[config.mk]
export PLATFORM = sky130hd
export DESIGN_NAME = jpeg_header_dimension_parser_core
export DESIGN_NICKNAME = d
export VERILOG_FILES = /design/src/rtl/core/jhdp_pkg.sv /design/src/rtl/core/jpeg_header_dimension_parser_core.sv /design/src/rtl/core/jhdp_in_stage.sv /design/src/rtl/core/jhdp_step.sv /design/src/rtl/core/jhdp_out_stage.sv
export VERILOG_INCLUDE_DIRS = /design/src /design/src/rtl/core
export SDC_FILE = /design/constraint.sdc
export NUM_CORES = 1
export LEC_CHECK = 0
export BUFFER_PORTS_ARGS = -buffer_cell sky130_fd_sc_hd__clkbuf_2
export CORE_UTILIZATION = 61
export CTS_CLUSTER_SIZE = 10
export DETAILED_ROUTE_END_ITERATION = 12
export GPL_TIMING_DRIVEN = 0
export PLACE_DENSITY = 0.79
export SLEW_MARGIN = 15
export SYNTH_ARGS = -nofsm -noshare
export SYNTH_HDL_FRONTEND = slang
export SYNTH_HIERARCHICAL = 1
export SYNTH_SLANG_ARGS = --single-unit
[constraint.sdc]
create_clock -name clk -period 5.7 [get_ports clk]
set_input_delay 0.57 -clock clk [delete_from_list [all_inputs] [get_ports clk]]
set_output_delay 0.57 -clock clk [all_outputs]
set_load 0.005 [all_outputs]
[src/rtl/core/assert_macros.svh]
// Assertion helpers shared by the RTL. Synthesis builds see empty bodies.
`ifndef ASSERT_MACROS_SVH
`define ASSERT_MACROS_SVH

`ifndef SYNTHESIS

// Checks a property on every rising clock edge outside reset.
`define ASSERT_PROP(label, clk, rst_n, prop, msg) \
    label: assert property (@(posedge clk) disable iff (!rst_n) prop) else $error(msg);

// Checks that a condition never holds on a rising clock edge outside reset.
`define ASSERT_NEVER(label, clk, rst_n, expr, msg) \
    label: assert property (@(posedge clk) disable iff (!rst_n) !(expr)) else $error(msg);

`else

`define ASSERT_PROP(label, clk, rst_n, prop, msg)
`define ASSERT_NEVER(label, clk, rst_n, expr, msg)

`endif

`endif

[src/rtl/core/jhdp_pkg.sv]
package jhdp_pkg;

    // One input item: a file byte and its end-of-file mark.
    typedef struct packed {
        logic [7:0] data_byte;
        logic       end_of_file;
    } in_item_t;

    // One result item: status and the even-rounded frame size.
    typedef struct packed {
        logic [2:0]  status;
        logic [16:0] width;
        logic [16:0] height;
    } out_item_t;

    // Result handed from the parser to the result register.
    typedef struct packed {
        logic      emit;
        out_item_t item;
    } step_result_t;

    // Status codes.
    localparam logic [2:0] ST_FOUND     = 3'd0;
    localparam logic [2:0] ST_PREFIX    = 3'd1;
    localparam logic [2:0] ST_SHORT_LEN = 3'd2;
    localparam logic [2:0] ST_NO_MARKER = 3'd3;
    localparam logic [2:0] ST_LIMIT     = 3'd4;
    localparam logic [2:0] ST_TRUNCATED = 3'd5;

    // Marker bytes.
    localparam logic [7:0] MK_PREFIX = 8'hFF;
    localparam logic [7:0] MK_SOF0   = 8'hC0;
    localparam logic [7:0] MK_SOF1   = 8'hC1;
    localparam logic [7:0] MK_SOF2   = 8'hC2;
    localparam logic [7:0] MK_EOI    = 8'hD9;
    localparam logic [7:0] MK_SOS    = 8'hDA;

    // Reset value of the marker limit register.
    localparam logic [7:0] MAX_MARKERS_RESET = 8'd15;

endpackage

[src/rtl/core/jpeg_header_dimension_parser_core.sv]
// JPEG frame size parser. One file byte enters per item on the in channel
// (valid/ready), with end_of_file set on the last byte of the file. The
// parser walks the marker segments and gives at most one result item per
// file on the out channel (valid/ready): status, and width and height
// rounded up to even when the status is found.
// A result passes through the input register and the result register on
// its way to out. Throughput: one byte per cycle while the receiver takes
// results; the single parser step between the input register and the
// result register sets that figure.
// When the result register is full and out_ready is low, the parser holds
// its byte and in_ready falls once the input register is full too.
// After the last byte of a file the parser returns to its start state and
// the next byte begins a new file.
// Reset clears both registers' valid flags and the parser state, and sets
// the marker limit to 15. The user writes the limit through cfg_write_en and
// cfg_write_data only while no file is in progress; the core does not check.
module jpeg_header_dimension_parser_core
    import jhdp_pkg::*;
(
    input  logic       clk,
    input  logic       rst_n,
    input  logic       cfg_write_en,
    input  logic [7:0] cfg_write_data,
    input  logic       in_valid,
    output logic       in_ready,
    input  in_item_t   in_item,
    output logic       out_valid,
    input  logic       out_ready,
    output out_item_t  out_item
);

    logic         hold_valid;
    in_item_t     hold_item;
    logic         free;
    logic         advance;
    step_result_t result;
    logic [7:0]   max_markers_reg;

    // Marker limit register.
    always_ff @(posedge clk or negedge rst_n)
    begin
        if (!rst_n)
        begin
            max_markers_reg <= MAX_MARKERS_RESET;
        end
        else if (cfg_write_en)
        begin
            max_markers_reg <= cfg_write_data;
        end
    end

    // The parser takes its held byte whenever the result register has room.
    assign advance = hold_valid && free;

    jhdp_in_stage u_in_stage (
        .clk        (clk),
        .rst_n      (rst_n),
        .in_valid   (in_valid),
        .in_ready   (in_ready),
        .in_item    (in_item),
        .take       (advance),
        .hold_valid (hold_valid),
        .hold_item  (hold_item)
    );

    jhdp_step u_step (
        .clk         (clk),
        .rst_n       (rst_n),
        .advance     (advance),
        .item        (hold_item),
        .max_markers (max_markers_reg),
        .result      (result)
    );

    jhdp_out_stage u_out_stage (
        .clk       (clk),
        .rst_n     (rst_n),
        .advance   (advance),
        .result    (result),
        .free      (free),
        .out_valid (out_valid),
        .out_ready (out_ready),
        .out_item  (out_item)
    );

endmodule

[src/rtl/core/jhdp_in_stage.sv]
module jhdp_in_stage
    import jhdp_pkg::*;
(
    input  logic     clk,
    input  logic     rst_n,
    input  logic     in_valid,
    output logic     in_ready,
    input  in_item_t in_item,
    input  logic     take,
    output logic     hold_valid,
    output in_item_t hold_item
);

    logic     valid_reg;
    logic     valid_next;
    in_item_t item_reg;

    // The register refills in the same cycle that the parser takes its item.
    assign in_ready   = !valid_reg || take;
    assign valid_next = in_ready ? in_valid : valid_reg;

    // Valid flag.
    always_ff @(posedge clk or negedge rst_n)
    begin
        if (!rst_n)
        begin
            valid_reg <= 1'b0;
        end
        else
        begin
            valid_reg <= valid_next;
        end
    end

    // Payload register.
    always_ff @(posedge clk)
    begin
        if (in_valid && in_ready)
        begin
            item_reg <= in_item;
        end
    end

    assign hold_valid = valid_reg;
    assign hold_item  = item_reg;

endmodule

[src/rtl/core/jhdp_step.sv]
`include "assert_macros.svh"

module jhdp_step
    import jhdp_pkg::*;
(
    input  logic         clk,
    input  logic         rst_n,
    input  logic         advance,
    input  in_item_t     item,
    input  logic [7:0]   max_markers,
    output step_result_t result
);

    typedef enum logic [3:0] {
        PH_SOI,
        PH_MARK_HI,
        PH_MARK_LO,
        PH_LEN_HI,
        PH_LEN_LO,
        PH_SKIP,
        PH_SOF_HDR,
        PH_H_HI,
        PH_H_LO,
        PH_W_HI,
        PH_W_LO,
        PH_SOS_LEN,
        PH_SOS_NC,
        PH_SOS_SKIP,
        PH_SCAN
    } phase_t;

    phase_t      phase_reg, phase_next;
    logic [16:0] skip_remaining_reg, skip_remaining_next;
    logic [7:0]  marker_count_reg, marker_count_next;
    logic [7:0]  high_byte_hold_reg, high_byte_hold_next;
    logic        saw_ff_reg, saw_ff_next;
    logic [15:0] height_hold_reg, height_hold_next;
    logic        finished_reg, finished_next;

    logic [7:0]  b;
    logic [7:0]  cnt_inc;
    logic [7:0]  cnt_inc2;
    logic [15:0] word;
    logic [16:0] skip_dec;
    logic        emit;
    out_item_t   res;

    assign b        = item.data_byte;
    assign cnt_inc  = marker_count_reg + 8'd1;
    assign cnt_inc2 = marker_count_reg + 8'd2;
    assign word     = {high_byte_hold_reg, b};
    assign skip_dec = skip_remaining_reg - 17'd1;

    // Parser step for one byte, then end-of-file handling.
    always_comb
    begin
        phase_next          = phase_reg;
        skip_remaining_next = skip_remaining_reg;
        marker_count_next   = marker_count_reg;
        high_byte_hold_next = high_byte_hold_reg;
        saw_ff_next         = saw_ff_reg;
        height_hold_next    = height_hold_reg;
        finished_next       = finished_reg;
        emit                = 1'b0;
        res                 = '0;

        if (!finished_reg)
        begin
            case (phase_reg)
                PH_SOI:
                begin
                    if (skip_remaining_reg != 17'd0)
                    begin
                        skip_remaining_next = 17'd0;
                        if (marker_count_reg >= max_markers)
                        begin
                            emit       = 1'b1;
                            res.status = ST_LIMIT;
                        end
                        else
                        begin
                            phase_next = PH_MARK_HI;
                        end
                    end
                    else
                    begin
                        skip_remaining_next = 17'd1;
                    end
                end
                PH_MARK_HI:
                begin
                    if (b != MK_PREFIX)
                    begin
                        emit       = 1'b1;
                        res.status = ST_PREFIX;
                    end
                    else
                    begin
                        phase_next = PH_MARK_LO;
                    end
                end
                PH_MARK_LO:
                begin
                    if (b == MK_EOI)
                    begin
                        marker_count_next = cnt_inc;
                        if (cnt_inc >= max_markers)
                        begin
                            emit       = 1'b1;
                            res.status = ST_LIMIT;
                        end
                        else
                        begin
                            phase_next = PH_MARK_HI;
                        end
                    end
                    else if (b inside {MK_SOF0, MK_SOF1, MK_SOF2})
                    begin
                        phase_next          = PH_SOF_HDR;
                        skip_remaining_next = 17'd3;
                    end
                    else if (b == MK_SOS)
                    begin
                        phase_next          = PH_SOS_LEN;
                        skip_remaining_next = 17'd2;
                    end
                    else
                    begin
                        phase_next = PH_LEN_HI;
                    end
                end
                PH_LEN_HI:
                begin
                    high_byte_hold_next = b;
                    phase_next          = PH_LEN_LO;
                end
                PH_LEN_LO:
                begin
                    if (word < 16'd2)
                    begin
                        emit       = 1'b1;
                        res.status = ST_SHORT_LEN;
                    end
                    else if (word == 16'd2)
                    begin
                        marker_count_next = cnt_inc;
                        if (cnt_inc >= max_markers)
                        begin
                            emit       = 1'b1;
                            res.status = ST_LIMIT;
                        end
                        else
                        begin
                            phase_next = PH_MARK_HI;
                        end
                    end
                    else
                    begin
                        skip_remaining_next = {1'b0, word} - 17'd2;
                        phase_next          = PH_SKIP;
                    end
                end
                PH_SKIP:
                begin
                    skip_remaining_next = skip_dec;
                    if (skip_dec == 17'd0)
                    begin
                        marker_count_next = cnt_inc;
                        if (cnt_inc >= max_markers)
                        begin
                            emit       = 1'b1;
                            res.status = ST_LIMIT;
                        end
                        else
                        begin
                            phase_next = PH_MARK_HI;
                        end
                    end
                end
                PH_SOF_HDR:
                begin
                    skip_remaining_next = skip_dec;
                    if (skip_dec == 17'd0)
                    begin
                        phase_next = PH_H_HI;
                    end
                end
                PH_H_HI:
                begin
                    high_byte_hold_next = b;
                    phase_next          = PH_H_LO;
                end
                PH_H_LO:
                begin
                    height_hold_next = word;
                    phase_next       = PH_W_HI;
                end
                PH_W_HI:
                begin
                    high_byte_hold_next = b;
                    phase_next          = PH_W_LO;
                end
                PH_W_LO:
                begin
                    emit       = 1'b1;
                    res.status = ST_FOUND;
                    res.width  = {1'b0, word} + {16'd0, word[0]};
                    res.height = {1'b0, height_hold_reg} + {16'd0, height_hold_reg[0]};
                end
                PH_SOS_LEN:
                begin
                    skip_remaining_next = skip_dec;
                    if (skip_dec == 17'd0)
                    begin
                        phase_next = PH_SOS_NC;
                    end
                end
                PH_SOS_NC:
                begin
                    // Two bytes per component plus the trailing header bytes.
                    skip_remaining_next = {8'd0, b, 1'b0} + 17'd3;
                    phase_next          = PH_SOS_SKIP;
                end
                PH_SOS_SKIP:
                begin
                    skip_remaining_next = skip_dec;
                    if (skip_dec == 17'd0)
                    begin
                        phase_next  = PH_SCAN;
                        saw_ff_next = 1'b0;
                    end
                end
                PH_SCAN:
                begin
                    // A stuffed zero after FF is data; only SOF0 or EOI ends the hunt.
                    if (saw_ff_reg && (b == MK_SOF0 || b == MK_EOI))
                    begin
                        saw_ff_next       = 1'b0;
                        marker_count_next = cnt_inc;
                        if (cnt_inc >= max_markers)
                        begin
                            emit       = 1'b1;
                            res.status = ST_LIMIT;
                        end
                        else if (b == MK_EOI)
                        begin
                            marker_count_next = cnt_inc2;
                            if (cnt_inc2 >= max_markers)
                            begin
                                emit       = 1'b1;
                                res.status = ST_LIMIT;
                            end
                            else
                            begin
                                phase_next = PH_MARK_HI;
                            end
                        end
                        else
                        begin
                            phase_next          = PH_SOF_HDR;
                            skip_remaining_next = 17'd3;
                        end
                    end
                    else
                    begin
                        saw_ff_next = (b == MK_PREFIX);
                    end
                end
                default:
                begin
                    phase_next = PH_SOI;
                end
            endcase
        end

        if (emit)
        begin
            finished_next = 1'b1;
        end

        // The last byte of a file closes it out and returns to reset state.
        if (item.end_of_file)
        begin
            if (!finished_reg && !emit)
            begin
                emit       = 1'b1;
                res        = '0;
                res.status = (phase_next == PH_SCAN) ? ST_NO_MARKER : ST_TRUNCATED;
            end
            phase_next          = PH_SOI;
            skip_remaining_next = 17'd0;
            marker_count_next   = 8'd0;
            high_byte_hold_next = 8'd0;
            saw_ff_next         = 1'b0;
            height_hold_next    = 16'd0;
            finished_next       = 1'b0;
        end
    end

    // Parser state.
    always_ff @(posedge clk or negedge rst_n)
    begin
        if (!rst_n)
        begin
            phase_reg          <= PH_SOI;
            skip_remaining_reg <= 17'd0;
            marker_count_reg   <= 8'd0;
            high_byte_hold_reg <= 8'd0;
            saw_ff_reg         <= 1'b0;
            height_hold_reg    <= 16'd0;
            finished_reg       <= 1'b0;
        end
        else if (advance)
        begin
            phase_reg          <= phase_next;
            skip_remaining_reg <= skip_remaining_next;
            marker_count_reg   <= marker_count_next;
            high_byte_hold_reg <= high_byte_hold_next;
            saw_ff_reg         <= saw_ff_next;
            height_hold_reg    <= height_hold_next;
            finished_reg       <= finished_next;
        end
    end

    assign result.emit = emit;
    assign result.item = res;

    `ASSERT_NEVER(a_no_emit_after_finish, clk, rst_n,
        advance && finished_reg && emit, "result given after the file was finished")
    `ASSERT_PROP(a_found_even, clk, rst_n,
        (advance && emit && res.status == ST_FOUND) |-> (!res.width[0] && !res.height[0]),
        "reported frame size is not even")
    `ASSERT_PROP(a_error_zero_size, clk, rst_n,
        (advance && emit && res.status != ST_FOUND) |-> (res.width == 17'd0 && res.height == 17'd0),
        "error result carries a frame size")
    `ASSERT_PROP(a_eof_clears, clk, rst_n,
        (advance && item.end_of_file) |=>
            (phase_reg == PH_SOI && marker_count_reg == 8'd0 && !finished_reg),
        "state not cleared after the last byte of a file")
    `ASSERT_PROP(a_result_finishes, clk, rst_n,
        (advance && emit && !item.end_of_file) |=> finished_reg,
        "parser not finished after giving a result")

endmodule

[src/rtl/core/jhdp_out_stage.sv]
module jhdp_out_stage
    import jhdp_pkg::*;
(
    input  logic         clk,
    input  logic         rst_n,
    input  logic         advance,
    input  step_result_t result,
    output logic         free,
    output logic         out_valid,
    input  logic         out_ready,
    output out_item_t    out_item
);

    logic      valid_reg;
    logic      valid_next;
    logic      load;
    out_item_t item_reg;

    // The register can take a new result once the current one is gone.
    assign free = !valid_reg || out_ready;
    assign load = advance && result.emit;

    always_comb
    begin
        if (load)
        begin
            valid_next = 1'b1;
        end
        else if (out_ready)
        begin
            valid_next = 1'b0;
        end
        else
        begin
            valid_next = valid_reg;
        end
    end

    // Valid flag.
    always_ff @(posedge clk or negedge rst_n)
    begin
        if (!rst_n)
        begin
            valid_reg <= 1'b0;
        end
        else
        begin
            valid_reg <= valid_next;
        end
    end

    // Result payload.
    always_ff @(posedge clk)
    begin
        if (load)
        begin
            item_reg <= result.item;
        end
    end

    assign out_valid = valid_reg;
    assign out_item  = item_reg;

endmodule

Yosys cells after proc, flatten, opt, wreduce, memory -nomap -nowiden

Cells that the tools add are included.

Add/sub/neg operators: 7
$lt $le $gt $ge: 4
Equality and inequality tests: 35
Mux-type cells: 91
Reductions and logical operators: 31

Operator list:

| operator              | number |
|---|---|
| $mux 17               | 10 |
| $mux 37               | 3 |
| $pmux 17 s6           | 1 |
| $mux 8                | 12 |
| $mux 4                | 19 |
| $pmux 4 s15           | 1 |
| $eq 8x8->1 const B    | 6 |
| $mux 16               | 3 |
| $mux 3                | 12 |
| $add 16x1->17         | 2 |
| $mux 34               | 1 |
| $eq 4x4->1 const B    | 8 |
| $pmux 8 s4            | 1 |
| $mux 1                | 25 |
| $ge 8x8->1            | 3 |
| $pmux 3 s6            | 1 |
| $logic_not 17->1      | 1 |
| $reduce_bool 17->1    | 1 |
| $sub 16x2->17 const B | 1 |
| $sub 17x1->17 const B | 1 |
| $eq 16x2->1 const B   | 1 |
| $eq 4x3->1 const B    | 4 |
| $lt 16x2->1 const B   | 1 |
| $ne 3x2->1 const B    | 5 |
| 26 further kinds      | 45 |

Register bits after elaboration: 111
Bits of input ports: 22
Output and inout port bits: 39

Depth between registers and ports, before layout

Gate-level depths: netlist of the first run.

Word-level depth: 14
Mapped depth: 17
Depth with buffers taken out: 15

Cells and area by module

Netlist of the first run, hierarchy kept.

Modules (own cells, without submodules):

| module                            | times used | cells an instance | area an instance (um^2) | seq. area each (um^2) |
|---|---|---|---|---|
| jhdp_step                         | 1          | 773               | 5,696.7                 | 1,376.3 |
| jhdp_out_stage                    | 1          | 42                | 1,163.6                 | 1,136.1 |
| jpeg_header_dimension_parser_core | 1          | 18                | 342.8                   | 205.2 |
| jhdp_in_stage                     | 1          | 13                | 324.1                   | 295.3 |

Worst setup path after synthesis of the first run

Ideal clock, no wire load.

Path kind: reg2reg
Start: register u_step.marker_count_reg[2]
End: register u_out_stage.item_reg, in the netlist u_out_stage/out_item[0] (enable)
Data arrival time: 3.626 ns
Slack: 1.683 ns
Stages on the path, launching flop included: 18
Path through: dfrtp_1 > ha_1 > and3_1 > clkbuf_1 > and3_1 > nand2_1 > xnor2_1 > ha_1 > o2111ai_1 > o21a_1 > o22ai_1 > a22oi_1 > o21ai_0 > nor2_1 > o21ai_0 > buf_4 > nand2_1 > inv_1

Word-level cells in the longest chain between the ends: 13
Elaborated cells on any way between the ends: 23

RTL lines:

| what                     | line                 | RTL |
|---|---|---|
| start: declaration       | jhdp_step.sv:34      | `logic [7:0] marker_count_reg, marker_count_next;` |
| start signal: assignment | jhdp_step.sv:317     | `marker_count_reg <= marker_count_next;` |
| $add 8x2->8              | jhdp_step.sv:50      | `assign cnt_inc2 = marker_count_reg + 8'd2;` |
| $ge 8x8->1               | jhdp_step.sv:248     | `if (cnt_inc2 >= max_markers)` |
| $mux 1                   | jhdp_step.sv:248     |  |
| $mux 1                   | jhdp_step.sv:245     | `else if (b == MK_EOI)` |
| $mux 1                   | jhdp_step.sv:240     | `if (cnt_inc >= max_markers)` |
| $mux 1                   | jhdp_step.sv:236     | `if (saw_ff_reg && (b == MK_SOF0 \|\| b == MK_EOI))` |
| $pmux 1 s7 *             | jhdp_step.sv:69      | `case (phase_reg)` |
| $mux 1 *                 | jhdp_step.sv:67      | `if (!finished_reg)` |
| $logic_not 1->1          | jhdp_step.sv:284     | `if (!finished_reg && !emit)` |
| $logic_and 1x1->1        | jhdp_step.sv:284     |  |
| $mux 1                   | jhdp_step.sv:284     |  |
| $mux 1 *                 | jhdp_step.sv:282     | `if (item.end_of_file)` |
| via u_step.emit          | jhdp_step.sv:45      | `logic emit;` |
| $logic_and 1x1->1 *      | jhdp_out_stage.sv:21 | `assign load = advance && result.emit;` |
| via u_out_stage.load     | jhdp_out_stage.sv:16 | `logic load;` |
| end signal: assignment   | jhdp_out_stage.sv:57 | `item_reg <= result.item;` |
| end: declaration         | jhdp_out_stage.sv:17 | `out_item_t item_reg;` |

The timed path passes the listed nets; every way through them passes the cells marked *.
A chain may end at the register's enable or synchronous reset.

Final worst setup path of the first run

Start: register u_step.marker_count_reg[2]
End: register u_out_stage.item_reg, in the netlist u_out_stage/out_item[3] (enable)

The elaborated chain is that of the path after synthesis.

==> metrics.csv, run 1 <==
metric,value,unit
hold_buffers,0,
synth.top_cell.area_share,20.3,%
drtAntennaViolNets,0,
cts_resized,0,
crit_top_cell,and3_1,
die-area,12800,um2
ir_worst_vdd,0.000394,V
tightestPinTransition,0.861,ns
nNetsFinal,974,
layout-drive-gt1-share,14.4,%
post-route-min-period,4.80,ns
grt_overflow,0,
final_core_util,69.5,%
grt_use_met1,50.0,%
synthCells,846,
cp.required,5.69,ns
async_reset_ff_share,58.6,%
cts_root_buffer,clkbuf_16,
cap_violations,0,
hpwl,16.2,mm
final_common_cell,nand2_1,
yosysSeqAreaShare,40.0,%
p_leak,3.44,nW
crit_slowest_cell,o21ai_0,
dp_slack,1.02,ns
routed_via_density,6.57,
synth_area,7530,um2
clock-sinks,111,
intPower,1.77,mW
synth.avg_cell_area,8.90,um2
antenna_found_initial,0,
via_count,7028,
synth_top_area_cell,dfrtp_1,
worstPathCellList,"ha_1, and3_1, clkbuf_1, and3_1, xnor2_1, ha_1, and3_1, nand3_1, o21ai_0, nand2b_1, a21oi_1, nor2_1, o21ai_0, buf_4, nand2_1, inv_2",
power_frac_comb,36.9,%
synth_enable_flop_cells,46,
yosys_most_used_dff,dfrtp_1,
drc,0,
path_class,register to register,
hold_class,primary input to asynchronous set/reset pin,
top_level_ports,61,
p_per_area,348,nW/um2
yosys.cell_types.count,82,
die_h,113,um
period_share,84.1,%
synth_area_leaders,"dfrtp_1 20%, edfxtp_1 18%, ha_1 5.7%",
busiest_layer,met2,
insertedDiodeCount,0,
largest_register_ffs,37,
setup_slack,0.904,ns
gp_congestion,0.928,
dr.pass1.iters,7,
switching_share,39.1,%
wl,21.9,mm
clockBufferDepth,2,
switching_power,1.14,mW
htreeDepth,3,
fp-row-count,40,
start_util,62.7,%
grt_pass1_wl,34.5,mm
grt_use_met2,53.0,%
final_cell_mix,"93 x nand2_1, 91 x nor2_1, 64 x o21ai_0",
power.share.clock,22.7,%
numCtsBuffers,9,
finalClockSkew,0.00824,ns
track_usage,35.1,%
slowest_delay,0.59,ns
crit_arrival,4.78,ns
worstSetupStartpointType,register,
drv_slew,0,
port_buffers,59,
clk_pin_slew,0.08,ns
status,"complete, no violations",
place_area,8040,um2
ys.warnings.count,6,
fp.coreArea,12000,um2
p_total,2.91,mW
seqPwrFrac,40.3,%
grt_max_degree,49,
design_area,8350,um2
postCtsSetupBuffers,0,
routedWlPerCell,20.4,um
final.setup.tns,0,ns
synth-seq-cells,111,
die_x,113,um
endpoint_kind,register,
setup_viol,0,
syn2layout_area_growth,10.9,%
clock_latency,0.36,ns
drtIter0Drc,969,
grt_pass1_vias,6509,
rsz0062_at_grt,no,
fmax,0.209,GHz
cts_tree,yes,
hold_viol,0,
max_slew_margin,41.7,%
rrSetupSlack,0.90,ns
use_met3,6.48,%
crit_fanout,37,
Yosys cell counts (5+ instances only):
cell / count
nor2b_1: 9
mux2_4: 8
o22ai_1: 10
ha_1: 34
nor3_1: 24
and3_1: 12
nand4_1: 18
edfxtp_1: 46
or3_1: 6
xnor2_1: 26
nand2_1: 93
nor4_1: 14
mux2_2: 9
a211oi_1: 6
dfrtp_1: 61
nand3_1: 31
o41ai_1: 5
a21o_1: 7
clkbuf_1: 39
a32oi_1: 5
and2_1: 7
a21oi_1: 38
xor2_1: 25
buf_4: 7
nand2b_1: 7
a22oi_1: 6
a31oi_1: 10
nor2_1: 91
inv_1: 30
o21ai_0: 64
metal layers:
layer | vias up | share of wire [%]
li1 | 3193 | -
met1 | 3329 | 42
met2 | 448 | 44
met3 | 58 | 10
met4 | 0 | 3.0
met5 | - | 0
power by group through the flow:
| stage | clock, mW | combinational (mW) | sequential [mW] |
|---|---|---|---|
| 3_5_place_dp | 0 | 1.04 | 1.18 |
| 6_report | 0.662 | 1.07 | 1.17 |
| 5_1_grt | 0.697 | 1.16 | 1.19 |
| 2_1_floorplan | 0 | 0.697 | 1.16 |
| 4_1_cts | 0.675 | 1.05 | 1.17 |
| 3_3_place_gp | 0 | 1.00 | 1.17 |
final cells by class:
type                    instances  area [um2]
flip-flops and latches        111        3010
repair buffers                 60         325
well taps                     147         184
inverters                      33         124
clock inverters                 6        81.3
plain buffers                  56         273
fillers                       949        3660
multi-input cells             647        4120
clock buffers                  10         229
worst max-delay path: cells and delay by family, from the launching register on:
kind,cells,cell delay (ns)
compound gates,3,1.24
xor+xnor,1,0.09
fa+ha+maj,2,0.62
buf+inv,3,0.93
flops,1,0.52
simple gates,7,1.00
stage by stage:
| step | hold WS, ns | std cells |
|---|---|---|
| 6_report | 0.119 | 1070 |
| 3_3_place_gp | 0.500 | 1053 |
| 2_1_floorplan | 0.274 | 847 |
| 3_5_place_dp | 0.506 | 1054 |
| 5_1_grt | 0.130 | 1070 |
| 4_1_cts | 0.118 | 1070 |
path summary, 6_finish.rpt:
check	start	end	cells after the start
setup / recovery	u_step/marker_count_reg[2]	u_out_stage/out_item[3]	16
hold / removal	rst_n	max_markers_reg[4]	1
setup reg to reg	u_step/marker_count_reg[2]	u_out_stage/out_item[3]	16
hold reg to reg	max_markers_reg[7]	max_markers_reg[7]	1
max in group asynchronous	rst_n	u_step/high_byte_hold_reg[1]	2
min in group clk	in_item[0]	u_in_stage/hold_item[0]	1
logic make-up (layout without fill, tap and decap cells):
| logic type | count (synthesis) | count (layout) | share of synthesized area [%] |
|---|---|---|---|
| and+or+nand+nor | 342 | 342 | 22.7 |
| AOI/OAI and AO/OA | 197 | 197 | 16.9 |
| DFF | 111 | 111 | 40.0 |
| buffers and inverters | 89 | 165 | 5.27 |
| xor gates and xnor gates | 51 | 51 | 5.93 |
| adders and majority gates | 34 | 34 | 5.65 |
| muxes | 21 | 21 | 3.47 |
| other | 1 | 2 | 0.0498 |
(Power assumes the default switching activity.)
==> run 2: changes to the inputs <==
Settings changed: ABC_AREA from default to 1.
Clock period 5.7 ns to 5.01 ns, I/O delays scaled along.
==> run 2 against run 1 <==
Compared with the run above:
- highest routed layer unchanged
- clock power is 4.8% higher
- critical path depth grew 3
- final area decreased by 0.91%
- sequential cell count stayed put
- largest cell class unchanged
- combinational power increased by 110%
- register-to-register slack got worse by 0.07 ns
==> metrics.csv, run 2 <==
metric,value,unit
status,"complete, no violations",
r2r_end,u_out_stage/out_item[24],
p_leak,3.85,nW
die_x,113,um
dr.pass1.iters,5,
drtAntennaViolNets,0,
synth-seq-cells,111,
final.setup.tns,0,ns
tightestPinTransition,0.902,ns
ys.warnings.count,6,
p_per_area,534,nW/um2
grt_pass1_vias,6465,
yosysMostFrequentCell,nand2_1,
cp.required,5.00,ns
drv_slew,0,
synth.top_cell.area_share,20.4,%
startpoint,u_step/marker_count_reg[3],
drtIter0Drc,607,
yosysSeqAreaShare,40.2,%
cts_root_buffer,clkbuf_16,
slowest_delay,0.58,ns
setup_viol,0,
met2_length,9.34,mm
clk_pin_slew,0.07,ns
via_count,6891,
endpoint_kind,register,
port_buffers,59,
yosys.cell_types.count,54,
fmax,0.239,GHz
synth.avg_cell_area,7.63,um2
cap_violations,0,
post-route-min-period,4.18,ns
cts_tree,yes,
layout-drive-gt1-share,13.8,%
start_util,62.4,%
finalClockSkew,0.00577,ns
routedWlPerCell,15.7,um
synth_top_area_cell,dfrtp_1,
crit_arrival,4.17,ns
wl_met1,8.11,mm
crit_top_cell,nand2_1,
rr_worst_depth,19,
clockBufferDepth,2,
fp-row-count,40,
numCtsBuffers,9,
insertedDiodeCount,0,
final_cell_mix,"212 x nand2_1, 125 x nor2_1, 124 x inv_1",
worstSetupStartpointType,register,
syn2layout_area_growth,10.5,%
r2r_start,u_step/marker_count_reg[3],
timing.critical_path.buf_inv,5,
top_level_ports,61,
clock_latency,0.36,ns
synthCells,982,
synth_enable_flop_cells,46,
routed_via_density,5.71,
period_share,83.4,%
fp.coreArea,12000,um2
highest_layer,met4,
die_h,113,um
synth_area,7490,um2
fin_cells,1206,
antenna_found_initial,0,
place_area,8000,um2
die-area,12700,um2
ir_worst_vdd,0.000247,V
async_reset_ff_share,58.6,%
path_delay_family,simple AND/OR/NAND/NOR gates,
track_usage,31.7,%
wl_met3,946,um
dp.cells,1190,
postCtsSetupBuffers,0,
fill_cells,1058,
crit_fanout,37,
path_class,register to register,
design_area,8270,um2
worstPathCellList,"clkbuf_1, nand2_1, nor3_1, nand3_1, xnor2_1, ha_1, nand2_1, o21a_1, nand2_1, inv_1, o21ai_0, nand3_1, and2_1, nand3_1, nand2_1, inv_1, buf_4, nand2_1, inv_2",
synth_commonest_cells,"212 x nand2_1, 125 x inv_1, 125 x nor2_1",
clock-sinks,111,
gp_congestion,0.941,
rsz0062_at_grt,no,
grt_pass1_wl,31.2,mm
hold_buffers,0,
wl,19.0,mm
max_slew_margin,39.8,%
crit_slowest_cell,inv_2,
rrSetupSlack,0.83,ns
nNetsFinal,1110,
yosys_most_used_dff,dfrtp_1,
drc,0,
largest_register_ffs,37,
htreeDepth,3,
synth_area_leaders,"dfrtp_1 20%, edfxtp_1 18%, nand2_1 11%",
hold_viol,0,
grt_overflow,0,
cts_resized,0,
grt_max_degree,42,
final_common_cell,nand2_1,
hpwl,14.6,mm
hold_class,primary input to asynchronous set/reset pin,
-- run 2: changes by cell type in the layout (fill, tap and decap cells not counted), moves of 10 or more --
| cell | previous run | this run |
|---|---|---|
| nand2_1 | 93 | 212 |
| inv_1 | 29 | 124 |
| nand3_1 | 31 | 70 |
| nor2_1 | 91 | 125 |
| clkbuf_1 | 40 | 15 |
| xnor2_1 | 26 | 6 |
| and3_1 | 12 | 0 |
| nor2_2 | 0 | 10 |
| nor4_1 | 14 | 4 |
-- run 2: final cells by class --
cell class,instances,area (um2),share of cell area (%)
Sequential cell,111,3010,36.4
Clock buffer,10,229,2.77
Inverter,135,512,6.18
Buffer,29,164,1.98
Timing Repair Buffer,60,318,3.84
Multi-Input combinational cell,708,3800,46.0
Clock inverter,6,50.0,0.605
Tap cell,147,184,2.22
-- run 2: routing by layer --
layer / global-route usage [%] / vias to the layer above
li1: - / 3386
met1: 40.2 / 3219
met2: 54.9 / 243
met3: 3.54 / 43
met4: 13.7 / 0
met5: 0 / -
-- run 2: worst max-delay path by stage --
stage	endpoint	cells past startpoint
after CTS	u_out_stage/out_item[21]	19
final	u_out_stage/out_item[24]	19
after floorplan	u_out_stage/out_item[0]	19
after global placement	u_out_stage/out_item[22]	19
after detailed placement	u_out_stage/out_item[21]	19
after global routing	u_out_stage/out_item[24]	20
-- run 2: logic make-up (layout without fill, tap and decap cells) --
| group | count (synthesis) | after routing | synth area share (%) |
|---|---|---|---|
| xor+xnor | 33 | 33 | 3.86 |
| flops | 111 | 111 | 40.2 |
| mux | 2 | 2 | 0.301 |
| other cells | 1 | 2 | 0.0501 |
| fa+ha+maj | 34 | 34 | 5.68 |
| simple gates | 479 | 479 | 28.1 |
| buf+inv | 164 | 240 | 9.02 |
| compound gates | 158 | 158 | 12.7 |
-- run 2: stage by stage --
step | utilization, % | power (mW) | hold WS [ns] | setup WS, ns
after floorplan | - | 3.05 | 0.205 | 1.32
final | 68.9 | 4.42 | 0.0775 | 0.834
after CTS | 68.9 | 4.40 | 0.0835 | 0.902
after global routing | 68.9 | 4.78 | 0.105 | 0.618
after detailed placement | 66.6 | 3.69 | 0.451 | 0.932
after global placement | 66.4 | 3.65 | 0.451 | 0.478
-- run 2: where the power goes --
| group | leakage [nW] | switching (mW) | internal [mW] |
|---|---|---|---|
| Clock | 0.138 | 0.347 | 0.347 |
| Combinational | 2.41 | 1.53 | 0.745 |
| Sequential | 1.30 | 0.198 | 1.25 |
| Total | 3.85 | 2.07 | 2.34 |
==> run 3: changes to the inputs <==
Settings changed: CORE_UTILIZATION 61 to 55, PLACE_DENSITY 0.79 to 0.75.
Clock period 5.01 ns to 3.5 ns, I/O delays scaled along.
==> run 3 against run 2 <==
Compared with the run above:
- maximum frequency up 23%
- global-route usage down 3.4 points
- setup slack worse by 0.73 ns
- largest power group unchanged
- total power up 45%
==> metrics.csv, run 3 (same netlist as run 2, synthesis figures left out) <==
metric,value,unit
endpoint_kind,register,
hold_viol,0,
routedWlPerCell,15.4,um
cts_root_buffer,clkbuf_16,
p_per_area,754,nW/um2
finalClockSkew,0.00826,ns
syn2layout_area_growth,13.6,%
final_core_util,64.3,%
setup_viol,0,
design_area,8510,um2
worstSetupStartpointType,register,
hpwl,14.5,mm
drtAntennaViolNets,0,
drc,0,
start_util,56.6,%
via_count,6868,
gp_congestion,0.935,
nNetsFinal,1125,
power.share.clock,15.6,%
insertedDiodeCount,0,
final_cell_mix,"210 x nand2_1, 125 x nor2_1, 124 x inv_1",
dr.pass1.iters,6,
intPower,3.43,mW
switching_power,2.98,mW
status,"complete, no violations",
ir_worst_vdd,0.000508,V
slowest_delay,0.45,ns
layout-drive-gt1-share,16.1,%
die_h,119,um
p_total,6.42,mW
p_leak,3.93,nW
crit_arrival,3.52,ns
grt_max_degree,47,
cts_tree,yes,
drtIter0Drc,530,
post-route-min-period,3.39,ns
final.setup.tns,0,ns
htreeDepth,3,
wl,19.2,mm
fmax,0.295,GHz
hold_class,primary input to register,
clock-sinks,111,
seqPwrFrac,32.1,%
clock_latency,0.36,ns
tightestPinTransition,1.21,ns
path_class,register to register,
die_x,119,um
drv_slew,0,
power_frac_comb,52.3,%
fp-row-count,42,
max_slew_margin,19.5,%
crit_slowest_cell,dfrtp_2,
track_usage,28.3,%
place_area,8050,um2
fin_cells,1250,
switching_share,46.5,%
final_common_cell,nand2_1,
clk_pin_slew,0.08,ns
crit_fanout,19,
largest_register_ffs,37,
cp.required,3.62,ns
dp.cells,1219,
numCtsBuffers,9,
clockBufferDepth,2,
grt_overflow,0,
fp.coreArea,13200,um2
grt_pass1_wl,31.1,mm
port_buffers,59,
worstPathCellList,"ha_4, nand3_1, xor2_1, o21a_1, inv_1, ha_1, a21oi_1, o21a_1, nand2_4, inv_1, o21ai_0, nand3_1, and2_1, nand3_1, nand2_1, inv_1, buf_4, nand2_4, clkinvlp_4, buf_12",
period_share,96.9,%
routed_via_density,5.49,
cap_violations,0,
grt_pass1_vias,6357,
top_level_ports,61,
die-area,14100,um2
antenna_found_initial,0,
==> run 3: cell types whose count changed in the layout (fill, tap and decap cells not counted), moves of 2 or more <==
cell and change:
nor3_1 -2, clkinvlp_4 +2, dfrtp_2 +4, nor3_2 +2
buf_4 +12, dfrtp_1 -4, nand2_4 +2, nand2_1 -2
==> run 3: through the flow <==
stage | hold slack (ns) | setup WS (ns)
floorplan | 0.0544 | 0.0602
global placement | 0.451 | -0.559
detailed placement | 0.295 | -0.578
CTS | 0.147 | 0.0551
global route | 0.147 | -0.0466
finish | 0.156 | 0.108
==> run 3: worst max-delay path, delay by kind of cell, from the launching register on <==
family	cells	cell delay, ns
AND/OR/NAND/NOR	7	0.78
buffers and inverters	6	0.62
AO/OA/AOI/OAI	4	0.60
adder cells (fa/ha/maj)	2	0.49
flip-flops	1	0.45
XOR/XNOR	1	0.21
==> run 3: path summary, 6_finish.rpt <==
path | startpoint | endpoint | slack (ns) | depth (start not counted)
worst max register to register | u_step/marker_count_reg[2] | u_out_stage/out_item[8] | 0.11 | 20
worst max-delay path | u_step/marker_count_reg[2] | u_out_stage/out_item[8] | 0.11 | 20
min in group asynchronous | rst_n | u_step/finished_reg | 0.45 | 2
max in group asynchronous | rst_n | max_markers_reg[3] | 2.49 | 3
worst min-delay path | cfg_write_data[0] | max_markers_reg[0] | 0.16 | 3
worst min register to register | max_markers_reg[1] | max_markers_reg[1] | 0.47 | 2
==> run 3: what timing repair did <==
item	4_1_cts	5_1_grt
pin swaps	0	3
endpoints found under the setup margin	37	40
hold buffers	1	0
cloned	1	0
hold endpoints to repair	19	0
gates resized for setup	6	13
buffers inserted	3	10
==> run 3: cell type report <==
class,instances,area (um2)
plain buffers,29,168
clock buffers,10,229
clock inverters,6,51.3
fillers,1190,4730
inverters,135,515
multi-input cells,708,3850
flip-flops and latches,111,3020
well taps,176,220
repair buffers,74,449
repair inverters,1,7.51
==> run 3: metal layers <==
metal | up-vias | track usage [%] | wire, um
met1 | 3177 | 37.1 | 8490
met4 | 0 | 10.6 | 564
met3 | 37 | 5.55 | 1120
met5 | - | 0 | 0
li1 | 3403 | - | -
met2 | 251 | 46.3 | 9070
==> run 3: power groups by stage <==
stage,sequential (mW),clock [mW],combinational (mW)
final,2.06,0.998,3.36
after global routing,2.11,1.07,3.74
after CTS,2.06,1.02,3.26
after detailed placement,2.09,0,3.16
after global placement,2.08,0,3.12
after floorplan,2.04,0,2.33
